$ cat config.mk
export PLATFORM = sky130hd
export DESIGN_NAME = bumper_escape_sequencer_unit
export DESIGN_NICKNAME = d
export VERILOG_FILES = /design/src/design/bes_pkg.sv /design/src/design/bumper_escape_sequencer_unit.sv
export SDC_FILE = /design/constraint.sdc
export NUM_CORES = 1
export LEC_CHECK = 0
export BUFFER_PORTS_ARGS = -buffer_cell sky130_fd_sc_hd__buf_2
export CORE_MARGIN = 10
export CORE_UTILIZATION = 45
export CTS_BUF_LIST = sky130_fd_sc_hd__clkbuf_4
export CTS_CLUSTER_DIAMETER = 60
export DETAILED_ROUTE_END_ITERATION = 8
export PLACE_DENSITY = 0.64
export SLEW_MARGIN = 25
export SYNTH_ARGS = -nofsm -noshare
export SYNTH_HDL_FRONTEND = slang
export SYNTH_SLANG_ARGS = --single-unit
$ cat constraint.sdc
create_clock -name clk -period 3 [get_ports clk]
set_input_delay 0.45 -clock clk [delete_from_list [all_inputs] [get_ports clk]]
set_output_delay 0.45 -clock clk [all_outputs]
set_load 0.01 [all_outputs]
$ cat src/design/bes_pkg.sv
// bes_pkg: shared types and constants of the bumper escape sequencer
// phase, direction and command codes, escape distances and angles
// no dependencies
`default_nettype none

package bes_pkg;

  typedef enum logic [2:0] {
    PH_IDLE       = 3'd0,
    PH_FRONT      = 3'd1,
    PH_FRONT_WAIT = 3'd2,
    PH_LEFT       = 3'd3,
    PH_LEFT_WAIT  = 3'd4,
    PH_RIGHT      = 3'd5,
    PH_RIGHT_WAIT = 3'd6,
    PH_WAIT_END   = 3'd7
  } phase_t;

  localparam logic [1:0] DIR_FWD   = 2'd0;
  localparam logic [1:0] DIR_BWD   = 2'd1;
  localparam logic [1:0] DIR_LEFT  = 2'd2;
  localparam logic [1:0] DIR_RIGHT = 2'd3;

  localparam logic [1:0] ISSUE_NONE   = 2'd0;
  localparam logic [1:0] ISSUE_MOVE   = 2'd1;
  localparam logic [1:0] ISSUE_ROTATE = 2'd2;
  localparam logic [1:0] ISSUE_DRIVE  = 2'd3;

  localparam logic OP_TICK = 1'b0;
  localparam logic OP_BUMP = 1'b1;

  localparam logic [1:0] REG_BACKOFF_SPEED = 2'd0;
  localparam logic [1:0] REG_TURN_SPEED    = 2'd1;
  localparam logic [1:0] REG_BUMP_LIMIT    = 2'd2;

  localparam logic [7:0] BACKOFF_SPEED_RST = 8'd80;
  localparam logic [7:0] TURN_SPEED_RST    = 8'd60;
  localparam logic [7:0] BUMP_LIMIT_RST    = 8'd3;

  // distances in mm, angles in degrees
  localparam logic [7:0] FRONT_BACK_LONG  = 8'd200;
  localparam logic [7:0] FRONT_BACK_SHORT = 8'd140;
  localparam logic [7:0] FRONT_TURN_LONG  = 8'd110;
  localparam logic [7:0] FRONT_TURN_SHORT = 8'd75;
  localparam logic [7:0] SIDE_BACK_LONG   = 8'd160;
  localparam logic [7:0] SIDE_BACK_SHORT  = 8'd100;
  localparam logic [7:0] SIDE_TURN_LONG   = 8'd100;
  localparam logic [7:0] SIDE_TURN_SHORT  = 8'd65;

  typedef struct packed {
    logic [1:0] issue;
    logic [7:0] speed;
    logic [1:0] direction;
    logic [7:0] amount;
    logic       active;
    logic [2:0] phase;
  } result_t;

endpackage

`default_nettype wire

$ cat src/design/bumper_escape_sequencer_unit.sv
// bumper_escape_sequencer_unit: collision escape phase machine with motor command issue
// result is registered; one item per cycle while out_ready is high
// result register plus skid register keep in_ready up while one result waits
// reset: synchronous rst returns phase to idle, clears the hit count, pending flags and
// command, and loads the speed and limit registers with their defaults
// depends on bes_pkg
`default_nettype none

module bumper_escape_sequencer_unit (
  input  wire logic       clk,
  input  wire logic       rst,
  input  wire logic       in_valid,
  output logic            in_ready,
  input  wire logic       operation,
  input  wire logic       bump_left,
  input  wire logic       bump_right,
  input  wire logic       motion_done,
  output logic            out_valid,
  input  wire logic       out_ready,
  output logic [1:0]      issue,
  output logic [7:0]      speed,
  output logic [1:0]      direction,
  output logic [7:0]      amount,
  output logic            active,
  output logic [2:0]      phase,
  input  wire logic       cfg_write,
  input  wire logic [1:0] cfg_index,
  input  wire logic [7:0] cfg_data
);

  logic [7:0] backoff_speed;
  logic [7:0] turn_speed;
  logic [7:0] bump_limit;

  bes_pkg::phase_t seq_phase, seq_phase_next;
  logic [7:0] hit_count, hit_count_next;
  logic       move_pending, move_pending_next;
  logic       rotate_pending, rotate_pending_next;
  logic [7:0] pending_amount, pending_amount_next;
  logic [7:0] cmd_speed, cmd_speed_next;
  logic [1:0] cmd_direction, cmd_direction_next;

  bes_pkg::result_t res_next;
  bes_pkg::result_t out_res;
  bes_pkg::result_t skid_res;
  logic             skid_valid;
  logic             in_xfer;

  assign in_ready = !skid_valid;
  assign in_xfer  = in_valid && in_ready;

  // one pass: phase step, then command issue from the stepped state
  always_comb begin
    logic       over;
    logic [8:0] sum;
    logic [7:0] inc;
    seq_phase_next      = seq_phase;
    hit_count_next      = hit_count;
    move_pending_next   = move_pending;
    rotate_pending_next = rotate_pending;
    pending_amount_next = pending_amount;
    cmd_speed_next      = cmd_speed;
    cmd_direction_next  = cmd_direction;
    res_next            = '0;
    over                = hit_count > bump_limit;
    inc                 = 8'd1;
    sum                 = 9'd0;

    if (operation == bes_pkg::OP_BUMP) begin
      if (bump_left && bump_right) begin
        seq_phase_next = bes_pkg::PH_FRONT;
      end else if (bump_left) begin
        if (seq_phase != bes_pkg::PH_FRONT_WAIT) seq_phase_next = bes_pkg::PH_LEFT;
      end else if (bump_right) begin
        if (seq_phase != bes_pkg::PH_FRONT_WAIT) seq_phase_next = bes_pkg::PH_RIGHT;
      end
    end else begin
      unique case (seq_phase)
        bes_pkg::PH_FRONT, bes_pkg::PH_LEFT, bes_pkg::PH_RIGHT: begin
          cmd_speed_next     = backoff_speed;
          cmd_direction_next = bes_pkg::DIR_BWD;
          move_pending_next  = 1'b1;
          if (seq_phase == bes_pkg::PH_FRONT) begin
            inc                 = 8'd2;
            pending_amount_next = over ? bes_pkg::FRONT_BACK_LONG
                                       : bes_pkg::FRONT_BACK_SHORT;
            seq_phase_next      = bes_pkg::PH_FRONT_WAIT;
          end else begin
            pending_amount_next = over ? bes_pkg::SIDE_BACK_LONG
                                       : bes_pkg::SIDE_BACK_SHORT;
            seq_phase_next      = (seq_phase == bes_pkg::PH_LEFT) ?
                                  bes_pkg::PH_LEFT_WAIT : bes_pkg::PH_RIGHT_WAIT;
          end
          // saturating count
          sum            = {1'b0, hit_count} + {1'b0, inc};
          hit_count_next = sum[8] ? 8'hff : sum[7:0];
        end
        bes_pkg::PH_FRONT_WAIT: begin
          if (!move_pending) begin
            cmd_speed_next = turn_speed;
            if (over) begin
              pending_amount_next = bes_pkg::FRONT_TURN_LONG;
              cmd_direction_next  = bes_pkg::DIR_RIGHT;
              hit_count_next      = '0;
            end else begin
              pending_amount_next = bes_pkg::FRONT_TURN_SHORT;
              cmd_direction_next  = bes_pkg::DIR_LEFT;
            end
            rotate_pending_next = 1'b1;
            seq_phase_next      = bes_pkg::PH_WAIT_END;
          end
        end
        bes_pkg::PH_LEFT_WAIT, bes_pkg::PH_RIGHT_WAIT: begin
          if (!move_pending) begin
            cmd_speed_next     = turn_speed;
            cmd_direction_next = (seq_phase == bes_pkg::PH_LEFT_WAIT) ?
                                 bes_pkg::DIR_RIGHT : bes_pkg::DIR_LEFT;
            if (over) begin
              pending_amount_next = bes_pkg::SIDE_TURN_LONG;
              hit_count_next      = '0;
            end else begin
              pending_amount_next = bes_pkg::SIDE_TURN_SHORT;
            end
            rotate_pending_next = 1'b1;
            seq_phase_next      = bes_pkg::PH_WAIT_END;
          end
        end
        bes_pkg::PH_WAIT_END: begin
          if (!(move_pending || rotate_pending)) seq_phase_next = bes_pkg::PH_IDLE;
        end
        default: begin
        end
      endcase

      if (seq_phase_next != bes_pkg::PH_IDLE) begin
        if (pending_amount_next != 8'd0) begin
          if (rotate_pending_next || move_pending_next) begin
            res_next.issue     = rotate_pending_next ? bes_pkg::ISSUE_ROTATE
                                                     : bes_pkg::ISSUE_MOVE;
            res_next.speed     = cmd_speed_next;
            res_next.direction = cmd_direction_next;
            res_next.amount    = pending_amount_next;
          end
          pending_amount_next = '0;
        end else if (!(move_pending_next || rotate_pending_next)) begin
          res_next.issue     = bes_pkg::ISSUE_DRIVE;
          res_next.speed     = cmd_speed_next;
          res_next.direction = cmd_direction_next;
        end else if (motion_done) begin
          move_pending_next   = 1'b0;
          rotate_pending_next = 1'b0;
        end
      end
    end

    res_next.active = seq_phase_next != bes_pkg::PH_IDLE;
    res_next.phase  = seq_phase_next;
  end

  always_ff @(posedge clk) begin
    if (rst) begin
      backoff_speed <= bes_pkg::BACKOFF_SPEED_RST;
      turn_speed    <= bes_pkg::TURN_SPEED_RST;
      bump_limit    <= bes_pkg::BUMP_LIMIT_RST;
    end else if (cfg_write) begin
      unique case (cfg_index)
        bes_pkg::REG_BACKOFF_SPEED: backoff_speed <= cfg_data;
        bes_pkg::REG_TURN_SPEED:    turn_speed    <= cfg_data;
        bes_pkg::REG_BUMP_LIMIT:    bump_limit    <= cfg_data;
        default: begin
        end
      endcase
    end
  end

  always_ff @(posedge clk) begin
    if (rst) begin
      seq_phase      <= bes_pkg::PH_IDLE;
      hit_count      <= '0;
      move_pending   <= 1'b0;
      rotate_pending <= 1'b0;
      pending_amount <= '0;
      cmd_speed      <= '0;
      cmd_direction  <= bes_pkg::DIR_FWD;
    end else if (in_xfer) begin
      seq_phase      <= seq_phase_next;
      hit_count      <= hit_count_next;
      move_pending   <= move_pending_next;
      rotate_pending <= rotate_pending_next;
      pending_amount <= pending_amount_next;
      cmd_speed      <= cmd_speed_next;
      cmd_direction  <= cmd_direction_next;
    end
  end

  // result register with skid entry behind it
  always_ff @(posedge clk) begin
    if (rst) begin
      out_valid  <= 1'b0;
      skid_valid <= 1'b0;
    end else if (!out_valid || out_ready) begin
      if (skid_valid) begin
        out_res    <= skid_res;
        out_valid  <= 1'b1;
        skid_valid <= 1'b0;
      end else if (in_xfer) begin
        out_res   <= res_next;
        out_valid <= 1'b1;
      end else begin
        out_valid <= 1'b0;
      end
    end else if (in_xfer) begin
      skid_res   <= res_next;
      skid_valid <= 1'b1;
    end
  end

  assign issue     = out_res.issue;
  assign speed     = out_res.speed;
  assign direction = out_res.direction;
  assign amount    = out_res.amount;
  assign active    = out_res.active;
  assign phase     = out_res.phase;

endmodule

`default_nettype wire

==> out/metrics.yaml <==
timing:
  grt_setup_unrepaired: "no"
  timing.final.max_slew_violations: 0
  fmaxAchievable_ghz: 0.3660
  setup-tns-final_ns: 0
  final_report_hold_violation_count: 0
  postLayoutSetupSlackWorst_ns: 0.2675
  fin_skew_ns: 0.01397
  worst_slew_pin_slew_ns: 0.6697
  relSlewSlack: 0.5519
  layout_worst_path_cycle_share: 0.9108
  setup-violations-final: 0
  finalCriticalPeriod_ns: 2.733
power:
  internal_power_mw: 2.057
  powerDensity_mw_per_mm2: 512.7
  power.sequential.fraction: 0.566
  share_of_total_power_in_the_clock_network: 0.289
  switching_share: 0.2632
  irDropWorstVdd_mv: 0.2578
  power.combinational.fraction: 0.144
  power_leakage_nw: 2.079
  total_switching_power_mw: 0.7348
critical_path:
  crit-reg2reg-capture: "speed[5]"
  path_cells: "inv_1 -> ha_1 -> a211oi_1 -> nor2_1 -> and4bb_1 -> or3b_4 -> a311o_1 -> nand2_1 -> buf_4 -> o31ai_1"
  setup.worst_path.class: "flip-flop to flip-flop"
  worstReg2RegStart: "bump_limit[5]"
  timing.critical_path.fanout_max: 21
  r2r_setup_slack_ns: 0.27
  critical-path-slowest-cell: "sky130_fd_sc_hd__a311o_1"
  crit_path_max_incr_delay_ns: 0.47
  worst_ep_arrival_time_ns: 2.94
  timing.critical_path.from_type: "flip-flop"
  timing.reg2reg.worst_path_depth: 10
  crit_path_end_kind: "flip-flop"
  worst-endpoint-required_ns: 3.21
min_path:
  timing.hold.worst_path_depth: 2
  hold_path.class: "input port to flip-flop"
  min_from: "rst"
  timing.hold.worst_endpoint: "out_valid"
placed_design:
  place_hpwl_um: 7639
  place_ws_ns: 0.2651
  io_buffers: 44
  dpl_cell_area_mm2: 0.005283
  place.gp.congestion: 0.8888
  numPlacedInstances: 672
floorplanning:
  fp.dieW_um: 123.9
  top_level_ports: 45
  core_area_mm2: 0.01042
  fp-row-count: 37
  design.die.area_mm2: 0.01536
  floorplan.initialDensity: 0.4665
  floorplan.die.height_um: 123.9
synthesis:
  number_of_synthesized_register_bits: 105
  synthMostInstantiatedCell: "sky130_fd_sc_hd__nor2_1"
  post_synth_most_frequent_cells: "72 x sky130_fd_sc_hd__nor2_1, 59 x sky130_fd_sc_hd__nand2_1, 57 x sky130_fd_sc_hd__dfxtp_1"
  number_of_flops_mapped_to_enable_cells_by_yosys: 48
  yosys.area.top_type_share: 0.2966
  synth.cell_area_mm2: 0.004860
  ys.flop_type: "sky130_fd_sc_hd__dfxtp_1"
  synth.top_cells.by_area: "sky130_fd_sc_hd__edfxtp_1 30%, sky130_fd_sc_hd__dfxtp_1 23%, sky130_fd_sc_hd__nor2_1 5.6%"
  syn-mean-instance-area_um2: 9.681
  synth_sequential_area_ratio: 0.5314
  synthArstFlopShare: 0
  yosys.cell_types.count: 56
  synth_nets: 532
  synth-warning-count: 0
  post_synth_top_area_cell: "sky130_fd_sc_hd__edfxtp_1"
  post_synth_inst_count: 502
routing:
  via_per_inst: 5.423
  drt_first_pass_iters: 5
  detailroute.via_count: 3731
  detail_route.iter0.violations: 272
  drc: 0
  drt_wl_total_um: 10560
  number_of_routed_nets_with_antenna_violations: 0
  detail_route.wl_per_cell_um: 15.34
layout:
  post_route_cells_drive_above_1_share: 0.1757
  nNetsFinal: 577
  antenna_cells: 0
  utilization: 0.5228
  final_cell_area_mm2: 0.005445
  synthToLayoutAreaGrowth_pct: 12.05
  layoutNonFillerInstCount: 688
grt:
  grt_util_overall: 0.1406
  antenna_violations_before_repair: 0
  globalRoute.totalOverflow: 0
  first_global_vias: 3525
  maximum_number_of_pins_on_one_net_before_global_route_repair: 56
  grt_first_pass_wirelength_um: 17610
clocking:
  htree_levels: 3
  tritoncts.num_buffers: 9
  max-clock-path-buffers: 2
  postCtsSetupBuffers: 0
  insertion_delay_ns: 0.45
  path_clk_slew_ns: 0.15
  cts_tree: "done"
  post_cts_sizing: 0
  cts_stage_hold_buffer_count: 0
  clock_sinks: 105
  cts-root-buf: "sky130_fd_sc_hd__clkbuf_4"
status:
  outcome: "complete, no violations"
flow_run:
  drv.max_cap_violation_count: 0
-- worst max path at each step --
stage          cells after the start          start  slack, ns   endpoint
6_report                          10  bump_limit[5]       0.27   speed[5]
5_1_grt                            7   seq_phase[2]       0.01  amount[0]
4_1_cts                           10  bump_limit[5]       0.25   speed[7]
3_5_place_dp                      10  bump_limit[5]       0.27   speed[7]
3_3_place_gp                      10  bump_limit[5]       0.31   speed[1]
2_1_floorplan                      4     skid_valid       0.03     active
-- final cells by class --
| type | count | area, um2 |
|---|---|---|
| sequential | 105 | 2582 |
| clock inverter | 5 | 80.08 |
| tap | 136 | 170.2 |
| inverter | 19 | 71.32 |
| timing repair buffer | 62 | 355.3 |
| fill | 981 | 4971 |
| multi-input combinational | 350 | 2103 |
| clock buffer | 11 | 82.58 |
-- routing by layer --
| metal | vias up | global-route usage | wire, um |
|---|---|---|---|
| li1 | 1886 | - | - |
| met1 | 1742 | 0.1970 | 5181 |
| met2 | 93 | 0.2096 | 4577 |
| met3 | 10 | 0.03213 | 669 |
| met4 | 0 | 0.04748 | 128 |
| met5 | - | 0 | 0 |
-- power groups by stage --
stage	Sequential [mW]	Combinational [mW]	Clock (mW)
2_1_floorplan	1.61	0.266	0
3_3_place_gp	1.61	0.396	0
3_5_place_dp	1.61	0.401	0
4_1_cts	1.58	0.404	0.833
5_1_grt	1.59	0.453	0.892
6_report	1.58	0.403	0.807
-- registers in the layout (all words and copies together) (netlist names), 2 cells and up --
signal,flops
direction,2
amount,8
bump_limit,8
pending_amount,8
issue,2
hit_count,8
turn_speed,8
speed,8
seq_phase,3
cmd_direction,2
skid_res,24
backoff_speed,8
phase,3
cmd_speed,8
-- through the flow --
step | power (mW) | hold slack, ns
finish | 2.792 | 0.2103
detailed placement | 2.014 | 0.4503
CTS | 2.817 | 0.1880
global route | 2.933 | 0.1767
global placement | 2.007 | 0.4410
floorplan | 1.877 | 0.4360
-- cell families after synthesis --
group / count (synthesis) / share of synthesized area
DFF: 105 / 0.5314
AOI/OAI and AO/OA: 124 / 0.1661
xor gates and xnor gates: 1 / 0.001803
and+or+nand+nor: 190 / 0.1795
muxes: 24 / 0.05355
buffers and inverters: 47 / 0.03784
adders and majority gates: 11 / 0.02987
-- critical path: cells and delay by family, from the launching register on --
| kind | cells | cell delay, ns |
|---|---|---|
| and+or+nand+nor | 4 | 0.91 |
| AOI/OAI and AO/OA | 3 | 0.65 |
| buffers and inverters | 2 | 0.28 |
| DFF | 1 | 0.35 |
| adders and majority gates | 1 | 0.28 |
-- placed cells by master, fill, tap and decap left out, types with 9 or more instances in the layout --
master / instances
sky130_fd_sc_hd__o31ai_1: 12
sky130_fd_sc_hd__clkbuf_4: 11
sky130_fd_sc_hd__buf_4: 18
sky130_fd_sc_hd__a211oi_1: 9
sky130_fd_sc_hd__o21ai_0: 24
sky130_fd_sc_hd__mux2i_1: 14
sky130_fd_sc_hd__nand2_1: 59
sky130_fd_sc_hd__ha_1: 10
sky130_fd_sc_hd__nor2b_1: 9
sky130_fd_sc_hd__nor2_1: 72
sky130_fd_sc_hd__edfxtp_1: 48
sky130_fd_sc_hd__buf_2: 44
sky130_fd_sc_hd__a21oi_1: 32
sky130_fd_sc_hd__dfxtp_1: 57
sky130_fd_sc_hd__inv_1: 18
sky130_fd_sc_hd__a22oi_1: 15
Note: power is estimated with default switching activity, not from simulation.
